File: config.mk
export PLATFORM = sky130hd
export DESIGN_NAME = mfm_flux_encoder_precomp
export DESIGN_NICKNAME = d
export VERILOG_FILES = /design/src/rtl/mfmfe_pkg.sv /design/src/rtl/mfmfe_queue.sv /design/src/rtl/mfmfe_front.sv /design/src/rtl/mfmfe_back.sv /design/src/rtl/mfm_flux_encoder_precomp.sv
export SDC_FILE = /design/constraint.sdc
export NUM_CORES = 1
export LEC_CHECK = 0
export ABC_AREA = 1
export BUFFER_PORTS_ARGS = -buffer_cell sky130_fd_sc_hd__clkbuf_2
export CAP_MARGIN = 5
export CORE_MARGIN = 4
export CORE_UTILIZATION = 55
export CTS_CLUSTER_SIZE = 30
export DETAILED_ROUTE_END_ITERATION = 8
export GPL_ROUTABILITY_DRIVEN = 0
export GPL_TIMING_DRIVEN = 0
export MAX_ROUTING_LAYER = met4
export PLACE_DENSITY = 0.77
export SLEW_MARGIN = 20
export SYNTH_ARGS = -nofsm -noshare
export SYNTH_HDL_FRONTEND = slang
export SYNTH_SLANG_ARGS = --single-unit
File: constraint.sdc
create_clock -name clk -period 3.3 [get_ports clk]
set_clock_uncertainty 0.2 [all_clocks]
set_input_delay 0.33 -clock clk [delete_from_list [all_inputs] [get_ports clk]]
set_output_delay 0.33 -clock clk [all_outputs]
set_load 0.02 [all_outputs]
File: src/rtl/mfmfe_pkg.sv
`timescale 1ns / 1ps
// ----------------------------------------------------------------------------
// MFM flux encoder package
// Shared types, command and register codes, and helper functions for the
// MFM flux encoder with write precompensation.
// ----------------------------------------------------------------------------
package mfmfe_pkg;

    // Command codes on the input channel.
    localparam logic [1:0] CMD_DATA  = 2'd0;
    localparam logic [1:0] CMD_SYNC  = 2'd1;
    localparam logic [1:0] CMD_FLUSH = 2'd2;

    // Configuration register indexes.
    localparam logic [1:0] REG_SHORT   = 2'd0;
    localparam logic [1:0] REG_MEDIUM  = 2'd1;
    localparam logic [1:0] REG_LONG    = 2'd2;
    localparam logic [1:0] REG_PRECOMP = 2'd3;

    // Reset values of the timing registers.
    localparam logic [7:0] SHORT_RESET  = 8'd48;
    localparam logic [7:0] MEDIUM_RESET = 8'd72;
    localparam logic [7:0] LONG_RESET   = 8'd96;

    // Index of the last pulse of the sync mark.
    localparam logic [3:0] SYNC_LAST_IDX = 4'd14;

    // Event queue between front and back.
    localparam int QUEUE_DEPTH = 4;
    localparam int QUEUE_AW    = $clog2(QUEUE_DEPTH);

    typedef enum logic [1:0] {
        CLS_SHORT  = 2'd0,
        CLS_MEDIUM = 2'd1,
        CLS_LONG   = 2'd2
    } cls_t;

    typedef enum logic [1:0] {
        FS_IDLE,
        FS_DATA,
        FS_SYNC,
        FS_FLUSH
    } front_state_t;

    // One unit of work for the back end: a pulse of a class, or a flush.
    typedef struct packed {
        logic is_flush;
        cls_t cls;
        logic last;
    } event_t;

    // Timing configuration seen by the back end.
    typedef struct packed {
        logic [7:0] short_time;
        logic [7:0] medium_time;
        logic [7:0] long_time;
        logic [3:0] precomp;
    } cfg_t;

    // Interval class from the number of cells since the last transition.
    function automatic cls_t class_of(input logic [2:0] pend);
        cls_t c;
        if (pend <= 3'd1)
        begin
            c = CLS_SHORT;
        end
        else if (pend == 3'd2)
        begin
            c = CLS_MEDIUM;
        end
        else
        begin
            c = CLS_LONG;
        end
        return c;
    endfunction

    // Saturating add to the pending cell count.
    function automatic logic [2:0] pend_add(input logic [2:0] pend, input logic [1:0] inc);
        logic [3:0] sum;
        sum = {1'b0, pend} + {2'b00, inc};
        return sum[3] ? 3'd7 : sum[2:0];
    endfunction

    // Ticks for an interval class.
    function automatic logic [7:0] time_of(input cls_t c, input cfg_t cfg);
        logic [7:0] t;
        case (c)
            CLS_SHORT:  t = cfg.short_time;
            CLS_MEDIUM: t = cfg.medium_time;
            default:    t = cfg.long_time;
        endcase
        return t;
    endfunction

    // Class sequence of the sync mark: M L M L M S L M L M S L M L M.
    function automatic cls_t sync_class(input logic [3:0] idx);
        cls_t c;
        case (idx)
            4'd1, 4'd3, 4'd6, 4'd8, 4'd11, 4'd13: c = CLS_LONG;
            4'd5, 4'd10:                           c = CLS_SHORT;
            default:                               c = CLS_MEDIUM;
        endcase
        return c;
    endfunction

endpackage

File: src/rtl/mfmfe_queue.sv
`timescale 1ns / 1ps
// ----------------------------------------------------------------------------
// MFM encoder event queue
// Short register FIFO of pulse events between the front and back ends.
// ----------------------------------------------------------------------------
module mfmfe_queue (
    input  logic              clk,
    input  logic              rst_n,
    input  logic              push,
    input  mfmfe_pkg::event_t push_data,
    output logic              full,
    input  logic              pop,
    output mfmfe_pkg::event_t pop_data,
    output logic              empty
);

    mfmfe_pkg::event_t               entry_reg [mfmfe_pkg::QUEUE_DEPTH];
    logic [mfmfe_pkg::QUEUE_AW-1:0]  wr_ptr_reg;
    logic [mfmfe_pkg::QUEUE_AW-1:0]  wr_ptr_next;
    logic [mfmfe_pkg::QUEUE_AW-1:0]  rd_ptr_reg;
    logic [mfmfe_pkg::QUEUE_AW-1:0]  rd_ptr_next;
    logic [mfmfe_pkg::QUEUE_AW:0]    count_reg;
    logic [mfmfe_pkg::QUEUE_AW:0]    count_next;
    logic                            do_push;
    logic                            do_pop;

    // Status and read data.
    assign full     = (count_reg == (mfmfe_pkg::QUEUE_AW+1)'(mfmfe_pkg::QUEUE_DEPTH));
    assign empty    = (count_reg == '0);
    assign pop_data = entry_reg[rd_ptr_reg];
    assign do_push  = push && !full;
    assign do_pop   = pop && !empty;

    // Pointer and fill count update.
    always_comb
    begin
        wr_ptr_next = do_push ? wr_ptr_reg + 1'b1 : wr_ptr_reg;
        rd_ptr_next = do_pop ? rd_ptr_reg + 1'b1 : rd_ptr_reg;
        count_next  = count_reg;
        if (do_push && !do_pop)
        begin
            count_next = count_reg + 1'b1;
        end
        else if (do_pop && !do_push)
        begin
            count_next = count_reg - 1'b1;
        end
    end

    always_ff @(posedge clk or negedge rst_n)
    begin
        if (!rst_n)
        begin
            wr_ptr_reg <= '0;
            rd_ptr_reg <= '0;
            count_reg  <= '0;
        end
        else
        begin
            wr_ptr_reg <= wr_ptr_next;
            rd_ptr_reg <= rd_ptr_next;
            count_reg  <= count_next;
        end
    end

    // Storage needs no reset.
    always_ff @(posedge clk)
    begin
        if (do_push)
        begin
            entry_reg[wr_ptr_reg] <= push_data;
        end
    end

endmodule

File: src/rtl/mfmfe_front.sv
`timescale 1ns / 1ps
// ----------------------------------------------------------------------------
// MFM encoder front end
// Accepts commands; while the queue has room, walks data bytes one bit per
// cycle and the sync mark one pulse per cycle, and queues pulse/flush events.
// ----------------------------------------------------------------------------
module mfmfe_front (
    input  logic              clk,
    input  logic              rst_n,
    input  logic              in_valid,
    output logic              in_ready,
    input  logic [1:0]        cmd,
    input  logic [7:0]        data_byte,
    output logic              push,
    output mfmfe_pkg::event_t push_data,
    input  logic              queue_full
);

    mfmfe_pkg::front_state_t state_reg;
    mfmfe_pkg::front_state_t state_next;
    logic [7:0]              byte_reg;
    logic [7:0]              byte_next;
    logic [3:0]              cnt_reg;
    logic [3:0]              cnt_next;
    logic                    prior_bit_reg;
    logic                    prior_bit_next;
    logic [2:0]              pend_reg;
    logic [2:0]              pend_next;

    logic                    step_go;
    logic                    step_final;
    logic                    in_take;
    logic [2:0]              bit_pos;
    logic                    bit_d;
    logic                    later_event;

    assign bit_pos = ~cnt_reg[2:0];
    assign bit_d   = byte_reg[bit_pos];

    // A step runs whenever work is pending and the queue has room.
    assign step_go = (state_reg != mfmfe_pkg::FS_IDLE) && !queue_full;

    always_comb
    begin
        case (state_reg)
            mfmfe_pkg::FS_DATA:  step_final = (cnt_reg[2:0] == 3'd7);
            mfmfe_pkg::FS_SYNC:  step_final = (cnt_reg == mfmfe_pkg::SYNC_LAST_IDX);
            mfmfe_pkg::FS_FLUSH: step_final = 1'b1;
            default:             step_final = 1'b0;
        endcase
    end

    // A new command is taken while idle or in the cycle the last step runs.
    assign in_ready = (state_reg == mfmfe_pkg::FS_IDLE) || (step_go && step_final);
    assign in_take  = in_valid && in_ready;

    // Later bits of the byte give a pulse unless only bit 0 remains and it is
    // a zero that follows a one.
    assign later_event = (bit_pos >= 3'd2) ||
                         ((bit_pos == 3'd1) && !(byte_reg[0] == 1'b0 && bit_d == 1'b1));

    // Next state.
    always_comb
    begin
        state_next = state_reg;
        if (in_take)
        begin
            case (cmd)
                mfmfe_pkg::CMD_DATA:  state_next = mfmfe_pkg::FS_DATA;
                mfmfe_pkg::CMD_SYNC:  state_next = mfmfe_pkg::FS_SYNC;
                mfmfe_pkg::CMD_FLUSH: state_next = mfmfe_pkg::FS_FLUSH;
                default:              state_next = mfmfe_pkg::FS_IDLE;
            endcase
        end
        else if (step_go && step_final)
        begin
            state_next = mfmfe_pkg::FS_IDLE;
        end
    end

    // Event generation and bit-walk state.
    always_comb
    begin
        push               = 1'b0;
        push_data.is_flush = 1'b0;
        push_data.cls      = mfmfe_pkg::CLS_SHORT;
        push_data.last     = 1'b0;
        prior_bit_next     = prior_bit_reg;
        pend_next          = pend_reg;
        byte_next          = byte_reg;
        cnt_next           = cnt_reg;

        if (step_go)
        begin
            cnt_next = cnt_reg + 4'd1;
            case (state_reg)
                mfmfe_pkg::FS_DATA:
                begin
                    prior_bit_next = bit_d;
                    if (bit_d)
                    begin
                        // Clock cell counted, then a data transition.
                        push           = 1'b1;
                        push_data.cls  = mfmfe_pkg::class_of(mfmfe_pkg::pend_add(pend_reg, 2'd1));
                        push_data.last = !later_event;
                        pend_next      = 3'd0;
                    end
                    else if (!prior_bit_reg)
                    begin
                        // Clock transition, then an empty data cell.
                        push           = 1'b1;
                        push_data.cls  = mfmfe_pkg::class_of(pend_reg);
                        push_data.last = !later_event;
                        pend_next      = 3'd1;
                    end
                    else
                    begin
                        // No transition in either cell.
                        pend_next = mfmfe_pkg::pend_add(pend_reg, 2'd2);
                    end
                end
                mfmfe_pkg::FS_SYNC:
                begin
                    push           = 1'b1;
                    push_data.cls  = mfmfe_pkg::sync_class(cnt_reg);
                    push_data.last = step_final;
                    if (step_final)
                    begin
                        prior_bit_next = 1'b1;
                        pend_next      = 3'd0;
                    end
                end
                mfmfe_pkg::FS_FLUSH:
                begin
                    push               = 1'b1;
                    push_data.is_flush = 1'b1;
                    push_data.last     = 1'b1;
                end
                default:
                begin
                    push = 1'b0;
                end
            endcase
        end

        if (in_take)
        begin
            byte_next = data_byte;
            cnt_next  = 4'd0;
        end
    end

    always_ff @(posedge clk or negedge rst_n)
    begin
        if (!rst_n)
        begin
            state_reg     <= mfmfe_pkg::FS_IDLE;
            cnt_reg       <= 4'd0;
            prior_bit_reg <= 1'b0;
            pend_reg      <= 3'd0;
        end
        else
        begin
            state_reg     <= state_next;
            cnt_reg       <= cnt_next;
            prior_bit_reg <= prior_bit_next;
            pend_reg      <= pend_next;
        end
    end

    // Byte holding register needs no reset.
    always_ff @(posedge clk)
    begin
        byte_reg <= byte_next;
    end

endmodule

File: src/rtl/mfmfe_back.sv
`timescale 1ns / 1ps
// ----------------------------------------------------------------------------
// MFM encoder back end
// Takes one queued event per cycle unless the output stalls, precompensates
// via the held pulse, turns classes into ticks and loads the output register.
// ----------------------------------------------------------------------------
module mfmfe_back (
    input  logic              clk,
    input  logic              rst_n,
    input  mfmfe_pkg::cfg_t   cfg,
    input  logic              queue_empty,
    input  mfmfe_pkg::event_t ev,
    output logic              pop,
    output logic              out_valid,
    input  logic              out_ready,
    output logic [7:0]        pulse_time,
    output logic              last_pulse
);

    logic                   out_valid_reg;
    logic                   out_valid_next;
    logic [7:0]             pulse_time_reg;
    logic [7:0]             pulse_time_next;
    logic                   last_pulse_reg;
    logic                   last_pulse_next;
    mfmfe_pkg::cls_t        held_class_reg;
    mfmfe_pkg::cls_t        held_class_next;
    logic                   held_valid_reg;
    logic                   held_valid_next;
    logic [5:0]             edge_offset_reg;
    logic [5:0]             edge_offset_next;

    logic                   produce;
    logic [7:0]             result;
    logic [5:0]             shift;
    logic [7:0]             held_time;
    logic [7:0]             edge_ext;

    // An event is taken when the output register is free or being drained.
    assign pop = !queue_empty && (!out_valid_reg || out_ready);

    assign held_time = mfmfe_pkg::time_of(held_class_reg, cfg);
    assign edge_ext  = {{2{edge_offset_reg[5]}}, edge_offset_reg};

    // Shift at a boundary between a short and a longer interval.
    always_comb
    begin
        if (held_class_reg == mfmfe_pkg::CLS_SHORT && ev.cls != mfmfe_pkg::CLS_SHORT)
        begin
            shift = 6'd0 - {2'b00, cfg.precomp};
        end
        else if (held_class_reg != mfmfe_pkg::CLS_SHORT && ev.cls == mfmfe_pkg::CLS_SHORT)
        begin
            shift = {2'b00, cfg.precomp};
        end
        else
        begin
            shift = 6'd0;
        end
    end

    // Pulse path and precompensation state.
    always_comb
    begin
        produce          = 1'b0;
        result           = 8'd0;
        held_class_next  = held_class_reg;
        held_valid_next  = held_valid_reg;
        edge_offset_next = edge_offset_reg;

        if (ev.is_flush)
        begin
            produce          = held_valid_reg;
            result           = held_time - edge_ext;
            held_valid_next  = 1'b0;
            edge_offset_next = 6'd0;
        end
        else if (cfg.precomp == 4'd0)
        begin
            produce = 1'b1;
            result  = mfmfe_pkg::time_of(ev.cls, cfg);
        end
        else if (!held_valid_reg)
        begin
            held_class_next = ev.cls;
            held_valid_next = 1'b1;
        end
        else
        begin
            produce          = 1'b1;
            result           = held_time + {{2{shift[5]}}, shift} - edge_ext;
            edge_offset_next = shift;
            held_class_next  = ev.cls;
        end
    end

    // Output register.
    always_comb
    begin
        out_valid_next  = out_valid_reg && !out_ready;
        pulse_time_next = pulse_time_reg;
        last_pulse_next = last_pulse_reg;
        if (pop && produce)
        begin
            out_valid_next  = 1'b1;
            pulse_time_next = result;
            last_pulse_next = ev.last;
        end
    end

    always_ff @(posedge clk or negedge rst_n)
    begin
        if (!rst_n)
        begin
            out_valid_reg   <= 1'b0;
            held_class_reg  <= mfmfe_pkg::CLS_SHORT;
            held_valid_reg  <= 1'b0;
            edge_offset_reg <= 6'd0;
        end
        else
        begin
            out_valid_reg <= out_valid_next;
            if (pop)
            begin
                held_class_reg  <= held_class_next;
                held_valid_reg  <= held_valid_next;
                edge_offset_reg <= edge_offset_next;
            end
        end
    end

    // Payload registers need no reset.
    always_ff @(posedge clk)
    begin
        pulse_time_reg <= pulse_time_next;
        last_pulse_reg <= last_pulse_next;
    end

    assign out_valid  = out_valid_reg;
    assign pulse_time = pulse_time_reg;
    assign last_pulse = last_pulse_reg;

endmodule

File: src/rtl/mfm_flux_encoder_precomp.sv
`timescale 1ns / 1ps
// ----------------------------------------------------------------------------
// MFM flux encoder with write precompensation
// Turns commands (data byte, sync mark, flush) into MFM flux interval times.
//
//   Channel   Signals                          Direction  Transfer when
//   input     in_valid/in_ready, cmd, byte     in         in_valid & in_ready
//   output    out_valid/out_ready, time, last  out        out_valid & out_ready
//   config    cfg_valid/cfg_ready, index, data in         cfg_valid & cfg_ready
//
// The front end walks a data byte one bit per cycle and a sync mark one pulse
// per cycle; a flush queues one flush event and an unused command nothing.
// The back end handles one event per cycle, so one pulse per cycle is the
// output limit. A four-entry event queue decouples the two ends; the front
// stalls only when it is full, the back only while the output is held.
// Reset clears all encoder state and loads the default timing registers.
// ----------------------------------------------------------------------------
module mfm_flux_encoder_precomp (
    input  logic       clk,
    input  logic       rst_n,
    input  logic       in_valid,
    output logic       in_ready,
    input  logic [1:0] cmd,
    input  logic [7:0] data_byte,
    output logic       out_valid,
    input  logic       out_ready,
    output logic [7:0] pulse_time,
    output logic       last_pulse,
    input  logic       cfg_valid,
    output logic       cfg_ready,
    input  logic [1:0] cfg_index,
    input  logic [7:0] cfg_data
);

    mfmfe_pkg::cfg_t   cfg_reg;
    mfmfe_pkg::cfg_t   cfg_next;
    logic              q_push;
    mfmfe_pkg::event_t q_push_data;
    logic              q_full;
    logic              q_pop;
    mfmfe_pkg::event_t q_pop_data;
    logic              q_empty;

    // Configuration writes are always taken.
    assign cfg_ready = 1'b1;

    always_comb
    begin
        cfg_next = cfg_reg;
        if (cfg_valid)
        begin
            case (cfg_index)
                mfmfe_pkg::REG_SHORT:   cfg_next.short_time  = cfg_data;
                mfmfe_pkg::REG_MEDIUM:  cfg_next.medium_time = cfg_data;
                mfmfe_pkg::REG_LONG:    cfg_next.long_time   = cfg_data;
                mfmfe_pkg::REG_PRECOMP: cfg_next.precomp     = cfg_data[3:0];
                default:                cfg_next = cfg_reg;
            endcase
        end
    end

    always_ff @(posedge clk or negedge rst_n)
    begin
        if (!rst_n)
        begin
            cfg_reg.short_time  <= mfmfe_pkg::SHORT_RESET;
            cfg_reg.medium_time <= mfmfe_pkg::MEDIUM_RESET;
            cfg_reg.long_time   <= mfmfe_pkg::LONG_RESET;
            cfg_reg.precomp     <= 4'd0;
        end
        else
        begin
            cfg_reg <= cfg_next;
        end
    end

    // Command decode and bit walk.
    mfmfe_front u_front (
        .clk        (clk),
        .rst_n      (rst_n),
        .in_valid   (in_valid),
        .in_ready   (in_ready),
        .cmd        (cmd),
        .data_byte  (data_byte),
        .push       (q_push),
        .push_data  (q_push_data),
        .queue_full (q_full)
    );

    // Event queue.
    mfmfe_queue u_queue (
        .clk       (clk),
        .rst_n     (rst_n),
        .push      (q_push),
        .push_data (q_push_data),
        .full      (q_full),
        .pop       (q_pop),
        .pop_data  (q_pop_data),
        .empty     (q_empty)
    );

    // Precompensation and timing.
    mfmfe_back u_back (
        .clk         (clk),
        .rst_n       (rst_n),
        .cfg         (cfg_reg),
        .queue_empty (q_empty),
        .ev          (q_pop_data),
        .pop         (q_pop),
        .out_valid   (out_valid),
        .out_ready   (out_ready),
        .pulse_time  (pulse_time),
        .last_pulse  (last_pulse)
    );

endmodule

# Word-level counts from Yosys, hierarchy flattened
# Memory sizes are Yosys's and may differ from the RTL's.
# Cells that the tools add are included.
# Widths: inputs -> output; s select.
[word_totals]
ff_bits = 72
ram_bits = 16
rom_bits = 32
inputBits = 25
output_inout_bits = 12
wordCells = 156
mem_count = 2
[memory_table]
columns = ["memory", "words", "word_bits", "rd", "rd_clocked_by_memory_dff", "wr", "line_no", "text"]
rows = [
  ["(name not given)", 16, 2, 1, 0, 0, "mfmfe_pkg.sv:99", "case (idx)"],
  ["u_queue.entry_reg", 4, 4, 1, 0, 1, "mfmfe_queue.sv:17", "mfmfe_pkg::event_t entry_reg [mfmfe_pkg::QUEUE_DEPTH];"],
]
[op_classes]
n_addsub = 11
n_lt_le_gt_ge = 4
n_eq_ne = 18
mux = 50
n_bitwise = 4
n_reduce_logical = 49
[op_table]
columns = ["cell", "count"]
rows = [
  ["$pmux 8 s2", 2],
  ["$mux 3", 9],
  ["$mux 6", 4],
  ["$mux 8", 3],
  ["$mux 4", 4],
  ["$reduce_bool 2->1", 8],
  ["$sub 8x8->8", 2],
  ["$logic_and 1x1->1", 14],
  ["$mux 1", 14],
  ["$mux 2", 6],
  ["$eq 2x1->1 const B", 5],
  ["$eq 2x2->1 const B", 5],
  ["$logic_not 2->1", 5],
  ["$reduce_and 2->1", 5],
  ["$reduce_and 3->1", 3],
  ["$add 8x8->8", 1],
  ["$logic_not 1->1", 8],
  ["$eq 3x2->1 const B", 2],
  ["$eq 3x3->1 const B", 2],
  ["$le 3x1->1 const B", 2],
  ["$pmux 1 s3", 2],
  ["$pmux 2 s3", 1],
  ["$pmux 3 s2", 1],
  ["$sub 1x4->5 const A", 1],
  ["other kinds (21)", 27],
]

# Depth between registers and ports, before layout
# Gate-level depths: netlist of the first run.
[depth]
depth_word = 12
ltp_mapped = 22
mapped_depth_nobuf = 21

# Modules after synthesis
# From an unflattened synthesis of the first run, not the netlist that was laid out.
[unflattened]
cells_unflattened = 685
area_unflattened_um2 = 5625.4
[modules_own_cells]
columns = ["mod", "instances", "cells_each", "area_each_um2", "seq_area_each_um2"]
rows = [
  ["mfmfe_back", 1, 289, 2039.5, 495.5],
  ["mfmfe_front", 1, 161, 1308.8, 490.5],
  ["mfm_flux_encoder_precomp", 1, 128, 1188.6, 708.2],
  ["mfmfe_queue", 1, 107, 1088.5, 655.6],
]

# Worst setup path before layout of the first run
# OpenSTA, ideal clock, no wires.
[synth_path]
path_type = "register to register"
start = "register u_back.held_class_reg[1]"
end = "register u_back.pulse_time_reg[6], in the netlist u_back.pulse_time[6] (data pin)"
setup_time_ps = 264
t_arrival_ps = 2843
t_required_ps = 2836
setup_slack_ps = -8
stages_incl_launch_ff = 14
n_path_buf = 1
period_less_slack_ps = 3308
cell_sequence = "dfrtp_1 -> clkbuf_1 -> nor3_1 -> a221oi_1 -> fa_1 -> fa_1 -> nand3_1 -> nand3_1 -> nand2_1 -> nand2_1 -> a21oi_1 -> nand2_1 -> nand2_1 -> o211ai_1"
[synth_via]
elab_chain_cells = 9
elab_cells_between_ends = 14
classes_between = "add/sub (3); eq/ne (1); mux (6); reduce/logical (4)"
[synth_lines]
columns = ["item", "line_no", "text"]
rows = [
  ["start: declaration", "mfmfe_back.sv:26", "mfmfe_pkg::cls_t held_class_reg;"],
  ["start signal: assignment", "mfmfe_back.sv:116", "held_class_reg <= mfmfe_pkg::CLS_SHORT;"],
  ["start signal: assignment", "mfmfe_back.sv:125", "held_class_reg <= held_class_next;"],
  ["$reduce_bool 2->1", "mfmfe_back.sv:52", "else if (held_class_reg != mfmfe_pkg::CLS_SHORT && ev.cls == mfmfe_pkg::CLS_SHORT)"],
  ["$logic_and 1x1->1", "mfmfe_back.sv:52", ""],
  ["$mux 4", "mfmfe_back.sv:52", ""],
  ["$mux 6", "mfmfe_back.sv:48", "if (held_class_reg == mfmfe_pkg::CLS_SHORT && ev.cls != mfmfe_pkg::CLS_SHORT)"],
  ["$add 8x8->8", "mfmfe_back.sv:91", "result = held_time + {{2{shift[5]}}, shift} - edge_ext;"],
  ["$sub 8x8->8", "mfmfe_back.sv:91", ""],
  ["$mux 8", "mfmfe_back.sv:83", "else if (!held_valid_reg)"],
  ["$mux 8", "mfmfe_back.sv:78", "else if (cfg.precomp == 4'd0)"],
  ["$mux 8 (*)", "mfmfe_back.sv:71", "if (ev.is_flush)"],
  ["named net u_back.result[6]", "mfmfe_back.sv:34", "logic [7:0] result;"],
  ["end signal: assignment", "mfmfe_back.sv:135", "pulse_time_reg <= pulse_time_next;"],
  ["end: declaration", "mfmfe_back.sv:22", "logic [7:0] pulse_time_reg;"],
]
# The timed path passes the listed nets; every way through them passes the cells marked *.
# A chain may end at the register's enable or synchronous reset.

# Final worst setup path of the first run
[layout_path]
start = "register u_queue.rd_ptr_reg[0] (netlist bit)"
end = "register u_back.pulse_time_reg[3], in the netlist u_back.pulse_time[3] (data pin)"
[layout_via]
elab_chain_cells = 10
elab_cells_between_ends = 14
classes_between = "add/sub (2); eq/ne (1); mux (6); reduce/logical (4); memory (1)"
[layout_lines]
columns = ["item", "line_no", "text"]
rows = [
  ["start: declaration", "mfmfe_queue.sv:20", "logic [mfmfe_pkg::QUEUE_AW-1:0] rd_ptr_reg;"],
  ["start signal: assignment", "mfmfe_queue.sv:61", "rd_ptr_reg <= rd_ptr_next;"],
  ["$mem_v2 4x4 (*)", "--", ""],
  ["$logic_not 2->1", "mfmfe_pkg.sv:88, mfmfe_back.sv:52", ""],
  ["$logic_and 1x1->1", "mfmfe_back.sv:52", ""],
  ["$mux 4", "mfmfe_back.sv:52", ""],
  ["$mux 6", "mfmfe_back.sv:48", ""],
  ["$add 8x8->8", "mfmfe_back.sv:91", ""],
  ["$sub 8x8->8", "mfmfe_back.sv:91", ""],
  ["$mux 8", "mfmfe_back.sv:83", ""],
  ["$mux 8", "mfmfe_back.sv:78", ""],
  ["$mux 8 (*)", "mfmfe_back.sv:71", ""],
  ["named net u_back.result[3]", "mfmfe_back.sv:34", ""],
]
# Marks and branches as above.

==> results of run 1 <==
-- cell families (layout without fill, tap and decap cells) --
kind of cell,count (synthesis),count (layout)
and+or+nand+nor,251,251
AOI/OAI and AO/OA,115,115
buffers and inverters,97,176
DFF,87,87
adders and majority gates,44,44
xor gates and xnor gates,8,8
other,1,1
-- placed cells by master (no fill, tap or decap), types with 9 or more instances in the layout --
| cell | n |
|---|---|
| a21oi_1 | 21 |
| buf_4 | 19 |
| clkbuf_2 | 35 |
| clkbuf_8 | 9 |
| dfrtp_1 | 47 |
| dlygate4sd3_1 | 10 |
| edfxtp_1 | 33 |
| ha_1 | 32 |
| inv_1 | 79 |
| nand2_1 | 130 |
| nand2_2 | 10 |
| nand3_1 | 33 |
| nand3_2 | 11 |
| nor2_1 | 34 |
| o211ai_1 | 9 |
| o21ai_0 | 55 |
-- worst min path at each step --
stage               depth (start not counted)                 endpoint               startpoint
finish                                      3  cfg_reg[24]$_DFFE_PN1P_              cfg_data[4]
floorplan                                   0   cfg_reg[0]$_DFFE_PN0P_                    rst_n
global route                                3   cfg_reg[9]$_DFFE_PN1P_              cfg_data[5]
global placement                            2  cfg_reg[20]$_DFFE_PN0P_  cfg_reg[20]$_DFFE_PN0P_
CTS                                         3  cfg_reg[24]$_DFFE_PN1P_              cfg_data[4]
detailed placement                          1   cfg_reg[1]$_DFFE_PN0P_                    rst_n
-- routing by layer --
metal | vias to the layer above | routed length [um] | part of all wire
met4 | 0 | 259 | 0.022
met1 | 2073 | 5340 | 0.45
met3 | 21 | 601 | 0.051
met5 | - | 0 | 0
li1 | 2157 | - | -
met2 | 135 | 5650 | 0.48
-- final cells by class --
type	instances	area (um^2)	share of cell area
Inverter	89	352	0.0566
Clock buffer	9	124	0.0199
Multi-Input combinational cell	419	2670	0.429
Sequential cell	87	2350	0.378
Buffer	8	57.6	0.00926
Tap cell	129	161	0.0260
Clock inverter	7	90.1	0.0145
Timing Repair Buffer	63	413	0.0664
-- worst max-delay path: stages (launching register included) --
cell      delay, ps
dfrtp_1         380
buf_6           140
clkinv_8         70
nand2_4          40
nand3_2          70
nand2_2          80
nand2_4          80
buf_6           130
nand2_4          70
nand2_4          90
inv_4            50
nor3_4          210
fa_1            490
ha_4            290
a21oi_2         130
nand2_2          80
buf_4           140
xnor2_1         170
o221ai_1        150
-- metrics by stage --
| step | setup WS, ps | hold slack (ps) | instances |
|---|---|---|---|
| after floorplan | 90.5 | -166 | 603 |
| after global placement | -288 | 271 | 767 |
| after detailed placement | -343 | 272 | 767 |
| after CTS | 2.63 | 1.44 | 806 |
| after global routing | -208 | 48.5 | 811 |
| final | -73.8 | 10.3 | 811 |
-- what timing repair did --
| item | 4_1_cts | 5_1_grt |
|---|---|---|
| hold buffers | 10 | 0 |
| gates resized for setup | 35 | 16 |
| setup buffers | 13 | 5 |
| pin swaps | 15 | 20 |
| endpoints found under the setup margin | 5 | 5 |
| hold endpoints to repair | 57 | 0 |
==> results.cfg, run 1 <==
[timing]
timing.fmax_mhz = 296
period_share = 1.02
drv_slew = 0
slew_headroom = 0.493
finalSetupViolCount = 4
worst_pin_slew_ps = 761
hold_viol_final = 0
period_needed_ps = 3370
fin_ws_ps = -73.8
rsz0062_at_grt = yes
tns_ps = -176

[yosys]
muxShareOfSynthArea = 0
synth_compound_area_frac = 0.129
synthTopCellsByCount = nand2_1 (140), inv_1 (81), o21ai_0 (56)
synth_area_per_cell_um2 = 8.65
synth_top_family_by_area = simple AND/OR/NAND/NOR gates
synthTopCellsByArea = dfrtp_1 (23%), edfxtp_1 (19%), nand2_1 (10%)
synth_fp_nets = 672
synthCells = 603
synth_ff_type = dfrtp_1
synthSimpleGateAreaFrac = 0.212
yosysTopAreaCell = dfrtp_1
synth_edf_count = 33
ys_ff_latch = 87
ys_seq_area_frac = 0.450
synth_most_common_cell = nand2_1
ys_types = 43
synth_xor_area_frac = 0.0134
syn-cell-area_um2 = 5220
synthArstFlopShare = 0.621
synth_top_area_frac = 0.230
ys_warn_count = 0
synthAdderAreaFrac = 0.118

[status]
violations = negative setup slack
status = finished with violations

[global_route]
track_usage = 0.226
gr-usage-met3 = 0.0325
grt-ovfl-total = 0
grt_pass1_vias = 4272
grtUsageMet2 = 0.359
grt_antenna_before_repair = 0
grt-busiest-layer = met2
grt_max_degree = 55
grt_pass1_wl_mm = 19.8
met1_usage = 0.295

[cells_and_area]
nNetsFinal = 746
n_antenna_cell = 0
fin_area_um2 = 6220
drive_gt1_frac = 0.211
largest_reg_flops = 28
fin_util = 0.673
nFillCells = 715
syn2layout_area_growth_pct = 19.2

[hold_path]
hp-class = in -> reg

[drt]
wl_mm = 11.9
drt-initial-drc-count = 326
vias_per_cell = 5.41
firstDrtPassIters = 5
drc = 0
antenna_left = 0
routed-via-count = 4386
wl_per_cell_um = 14.6

[clocking]
numCtsBuffers = 9
clock_sinks = 87
h-tree-depth = 3
clk_pin_slew_worst_paths_ps = 100
cts.root.buffer_cell = clkbuf_8
worstSkewPairLatency_ps = 370
cts_tree = built
cts.path.max_buffers = 2

[setup_path]
crit_type = reg -> reg
r2r-start = u_queue.rd_ptr_reg[0]$_DFFE_PN0P_
cp.arrival_ps = 3260
worst_setup_path_start_kind = register
r2r_slack_ps = -70
cp_data_required_time_ps = 3190
r2r_cells = 18
startpoint = u_queue.rd_ptr_reg[0]$_DFFE_PN0P_
rr_endpoint = u_back.pulse_time[3]$_DFFE_PP_
endpoint = u_back.pulse_time[3]$_DFFE_PP_
worstSetupEndpointType = register
critPathMaxFanout = 7

[placement]
dpl_cell_area_um2 = 5560
portBuffers = 35
dp_hpwl_mm = 8.38

[flow_run]
cap_violations = 0

[floorplan]
rows = 35
start_util = 0.565
design.die.area_um2 = 11100
die_x_um = 105
io-pin-count = 37
core_um2 = 9240
die_y_um = 105
Power of run 1 is not shown: default switching activity piles up to over one toggle a cycle in this logic, so the estimate is an artifact.
==> run 2, diff against run 1 <==
--- a/config.mk
+++ b/config.mk
@@ -6,16 +6,15 @@
 export NUM_CORES = 1
 export LEC_CHECK = 0
 export ABC_AREA = 1
-export BUFFER_PORTS_ARGS = -buffer_cell sky130_fd_sc_hd__clkbuf_2
+export BUFFER_PORTS_ARGS = -buffer_cell sky130_fd_sc_hd__buf_2
 export CAP_MARGIN = 5
 export CORE_MARGIN = 4
-export CORE_UTILIZATION = 55
+export CORE_UTILIZATION = 35
 export CTS_CLUSTER_SIZE = 30
 export DETAILED_ROUTE_END_ITERATION = 8
 export GPL_ROUTABILITY_DRIVEN = 0
 export GPL_TIMING_DRIVEN = 0
 export MAX_ROUTING_LAYER = met4
-export PLACE_DENSITY = 0.77
 export SLEW_MARGIN = 20
 export SYNTH_ARGS = -nofsm -noshare
 export SYNTH_HDL_FRONTEND = slang
==> results.cfg, run 2 (synthesis results as in run 1) <==
[timing]
finalSetupViolCount = 0
hold_ws_ps = 28.4
hold_viol_final = 0
timing.fmax_mhz = 305
worst_pin_slew_ps = 706
rsz0062_at_grt = yes
period_needed_ps = 3280
drv_slew = 0
period_share = 0.993
slew_headroom = 0.530

[placement]
portBuffers = 35
dp_cells = 822
dp_hpwl_mm = 8.85

[setup_path]
crit_family = simple AND/OR/NAND/NOR gates
cp_num_buf_inv = 4
worstSetupEndpointType = register
critical_path.slowest_cell = dfrtp_1
crit_chain = buf_6, inv_8, nand2_1, nand3_2, nand2_2, nand2_4, buf_6, nand2_4, nand2_4, nand2_1, ha_1, inv_1, ha_1, fa_2, nand3_1, nand3_2, nand2_1, nand2_1, a21oi_2, nand2_1, nand2_1, o211ai_1
cp_data_required_time_ps = 3200
crit_type = reg -> reg
worst_setup_path_start_kind = register
crit_top_cell = nand2_1
critPathMaxFanout = 7
r2r_cells = 22
cp_slowest_stage_delay_ps = 370
cp.arrival_ps = 3180
cp.depth = 22

[cells_and_area]
largest_reg_flops = 28
final_common_cell = nand2_1
instances_no_fill = 866
multi_input_area_um2 = 2660
syn2layout_area_growth_pct = 21.4
seqCellArea_um2 = 2350
drive_gt1_frac = 0.204
n_antenna_cell = 0
mostFrequentLayoutCells = nand2_1 (132), inv_1 (79), o21ai_0 (55), dfrtp_1 (47), nand3_1 (37)
nNetsFinal = 746
nFillCells = 1402

[floorplan]
die_x_um = 130
start_util = 0.358
die_y_um = 130
design.die.area_um2 = 16900
core_um2 = 14600
io-pin-count = 37
rows = 44

[global_route]
track_usage = 0.154
grt_pass1_vias = 4033
grt_pass1_wl_mm = 19.7
grt_antenna_before_repair = 0
grt-ovfl-total = 0
grt_max_degree = 55

[hold_path]
hold_depth = 3
hp-class = in -> reg

[clocking]
h-tree-depth = 3
cts_tree = built
cts.root.buffer_cell = clkbuf_16
worstSkewPairLatency_ps = 360
clock_sinks = 87
cts.path.max_buffers = 2
numCtsBuffers = 9
clk_pin_slew_worst_paths_ps = 60

[drt]
vias_per_cell = 4.97
wl_mm = 12.0
routed-via-count = 4301
drt-initial-drc-count = 215
drc = 0
wl_per_cell_um = 13.8
antenna_left = 0
firstDrtPassIters = 5

[flow_run]
cap_violations = 0

[status]
status = complete, no violations
[run 2: what timing repair did]
| item | in CTS | in global routing |
|---|---|---|
| pin swaps | 12 | 18 |
| hold endpoints to repair | 57 | 0 |
| setup endpoints to repair | 5 | 5 |
| gates resized for setup | 20 | 26 |
| hold buffers | 10 | 0 |
| buffers inserted | 7 | 11 |
[run 2: final cells by class]
type                       count  area share
tap                          184      0.0364
timing repair buffer          63      0.0652
multi-input combinational    419       0.420
inverter                      89      0.0547
buffer                         8     0.00909
clock inverter                 5     0.00494
sequential                    87       0.371
clock buffer                  11      0.0383
[run 2: metrics by stage]
step / utilization / TNS [ps] / instance area [um^2] / worst slack (ps)
2_1_floorplan: - / 0 / 5220 / 90.5
3_3_place_gp: 0.386 / -683 / 5630 / -274
3_5_place_dp: 0.386 / -967 / 5630 / -367
4_1_cts: 0.421 / -0.152 / 6140 / -0.152
5_1_grt: 0.434 / -422 / 6330 / -162
6_report: 0.434 / 0 / 6330 / 23.2
[run 2: metal layers]
layer	global-route usage	share of wire	vias up
met5	-	0	-
met4	0.0513	0.022	0
met3	0.0372	0.048	22
met2	0.240	0.48	96
met1	0.197	0.45	2020
li1	-	-	2163
[run 2: worst register-to-register path, cell delays in order, from the launching register on]
cell and delay (ps):
dfrtp_1 370, buf_6 140, inv_8 70, nand2_1 60, nand3_2 60, nand2_2 70, nand2_4 80, buf_6 120
nand2_4 70, nand2_4 100, nand2_1 80, ha_1 280, inv_1 40, ha_1 230, fa_2 370, nand3_1 110
nand3_2 100, nand2_1 70, nand2_1 60, a21oi_2 140, nand2_1 60, nand2_1 50, o211ai_1 80
[run 2: final timing paths]
path	start	to	slack, ps
min reg2reg	cfg_reg[22]$_DFFE_PN0P_	cfg_reg[22]$_DFFE_PN0P_	290
min	cfg_data[5]	cfg_reg[9]$_DFFE_PN1P_	30
max reg2reg	u_queue.rd_ptr_reg[0]$_DFFE_PN0P_	u_back.pulse_time[6]$_DFFE_PP_	20
min in group asynchronous	rst_n	u_back.edge_offset_reg[4]$_DFFE_PN0P_	380
max	u_queue.rd_ptr_reg[0]$_DFFE_PN0P_	u_back.pulse_time[6]$_DFFE_PP_	20
max in group asynchronous	rst_n	u_queue.rd_ptr_reg[1]$_DFFE_PN0P_	2030
Power of run 2 is left out for the same reason.
==> run 3, diff against run 2 <==
--- a/config.mk
+++ b/config.mk
@@ -14,7 +14,6 @@
 export DETAILED_ROUTE_END_ITERATION = 8
 export GPL_ROUTABILITY_DRIVEN = 0
 export GPL_TIMING_DRIVEN = 0
-export MAX_ROUTING_LAYER = met4
 export SLEW_MARGIN = 20
 export SYNTH_ARGS = -nofsm -noshare
 export SYNTH_HDL_FRONTEND = slang
==> results.cfg, run 3 (synthesis results as in run 1) <==
[status]
status = complete, no violations

[floorplan]
die_x_um = 130
core_um2 = 14600
rows = 44
design.die.area_um2 = 16900
die_y_um = 130
start_util = 0.358
io-pin-count = 37

[clocking]
clk_pin_slew_worst_paths_ps = 60
cts.path.max_buffers = 2
numCtsBuffers = 9
h-tree-depth = 3
clock_sinks = 87
worstSkewPairLatency_ps = 360
cts.root.buffer_cell = clkbuf_16
cts_tree = built

[placement]
dp_cells = 822
dpl_cell_area_um2 = 5630
dp_hpwl_mm = 8.85
portBuffers = 35

[setup_path]
rr_endpoint = u_back.pulse_time[6]$_DFFE_PP_
worstSetupEndpointType = register
crit_type = reg -> reg
r2r-start = u_queue.rd_ptr_reg[0]$_DFFE_PN0P_
cp_data_required_time_ps = 3200
cp.arrival_ps = 3180
r2r_slack_ps = 20
worst_setup_path_start_kind = register
r2r_cells = 22
critPathMaxFanout = 7

[cells_and_area]
nFillCells = 1402
final_common_cell = nand2_1
syn2layout_area_growth_pct = 21.4
n_antenna_cell = 0
fin_util = 0.434
mostFrequentLayoutCells = nand2_1 (132), inv_1 (79), o21ai_0 (55), dfrtp_1 (47), nand3_1 (37)
drive_gt1_frac = 0.204
fin_area_um2 = 6330
largest_reg_flops = 28
instances_no_fill = 866
nNetsFinal = 746

[timing]
timing.fmax_mhz = 305
worst_pin_slew_ps = 703
finalSetupViolCount = 0
rsz0062_at_grt = yes
period_needed_ps = 3280
drv_slew = 0
hold_viol_final = 0
period_share = 0.994
hold_ws_ps = 30.8
slew_headroom = 0.531

[global_route]
gr-usage-met3 = 0.0307
grt_max_degree = 55
track_usage = 0.149
grt_pass1_wl_mm = 19.6
grtUsageMet2 = 0.241
grt-busiest-layer = met2
met1_usage = 0.196
grt_pass1_vias = 4036
grt-ovfl-total = 0
grt_antenna_before_repair = 0

[hold_path]
hold-path-endpoint = cfg_reg[9]$_DFFE_PN1P_
hold_start = cfg_data[5]
hp-class = in -> reg
hold_depth = 3

[drt]
firstDrtPassIters = 5
drc = 0
routed-via-count = 4274
antenna_left = 0
wl_mm = 12.0
vias_per_cell = 4.94
wl_per_cell_um = 13.8
drt-initial-drc-count = 210

[flow_run]
cap_violations = 0
-- run 3: cell counts in the layout (fill, tap and decap cells not counted) --
Identical to the previous run, type by type.
-- run 3: metrics by stage --
step           TNS [ps]  setup slack [ps]
2_1_floorplan         0              90.5
3_3_place_gp       -683              -274
3_5_place_dp       -967              -367
4_1_cts          -0.152            -0.152
5_1_grt            -428              -161
6_report              0              19.8
-- run 3: worst max path at each step --
stage | startpoint | end | slack (ps) | depth (start not counted)
final | u_queue.rd_ptr_reg[0]$_DFFE_PN0P_ | u_back.pulse_time[6]$_DFFE_PP_ | 20 | 22
after global routing | u_queue.rd_ptr_reg[0]$_DFFE_PN0P_ | u_back.pulse_time[5]$_DFFE_PP_ | -160 | 21
after CTS | u_queue.rd_ptr_reg[0]$_DFFE_PN0P_ | u_back.pulse_time[5]$_DFFE_PP_ | -0.2 | 21
after detailed placement | u_queue.rd_ptr_reg[0]$_DFFE_PN0P_ | u_back.pulse_time[6]$_DFFE_PP_ | -370 | 19
after global placement | u_queue.rd_ptr_reg[1]$_DFFE_PN0P_ | u_back.pulse_time[6]$_DFFE_PP_ | -270 | 17
after floorplan | u_queue.rd_ptr_reg[0]$_DFFE_PN0P_ | u_back.pulse_time[6]$_DFFE_PP_ | 90 | 18
-- run 3: cell type report --
type | instances | area, um^2 | share of cell area
repair buffers | 63 | 413 | 0.0652
multi-input cells | 419 | 2660 | 0.420
plain buffers | 8 | 57.6 | 0.00909
flip-flops and latches | 87 | 2350 | 0.371
clock inverters | 5 | 31.3 | 0.00494
clock buffers | 11 | 243 | 0.0383
inverters | 89 | 347 | 0.0547
well taps | 184 | 230 | 0.0364
-- run 3: critical path, stage by stage, from the launching register on --
cell and delay (ps):
dfrtp_1 370, buf_6 140, inv_8 60, nand2_1 60
nand3_2 60, nand2_2 70, nand2_4 80, buf_6 120
nand2_4 70, nand2_4 100, nand2_1 80, ha_1 280
inv_1 40, ha_1 230, fa_2 370, nand3_1 120
nand3_2 100, nand2_1 70, nand2_1 60, a21oi_2 140
nand2_1 60, nand2_1 50, o211ai_1 80
-- run 3: timing repair --
action / CTS / global route
endpoints found under the setup margin: 5 / 5
gates resized for setup: 20 / 26
setup buffers: 7 / 11
hold buffers: 10 / 0
hold endpoints to repair: 57 / 0
gates cloned: 0 / 0
pin swaps: 12 / 18
-- run 3: per-layer routing --
metal / part of all wire / up-vias
met2: 0.47 / 76
li1: - / 2162
met3: 0.046 / 18
met4: 0.019 / 0
met1: 0.46 / 2018
met5: 0 / -
Power of run 3 is left out for the same reason.
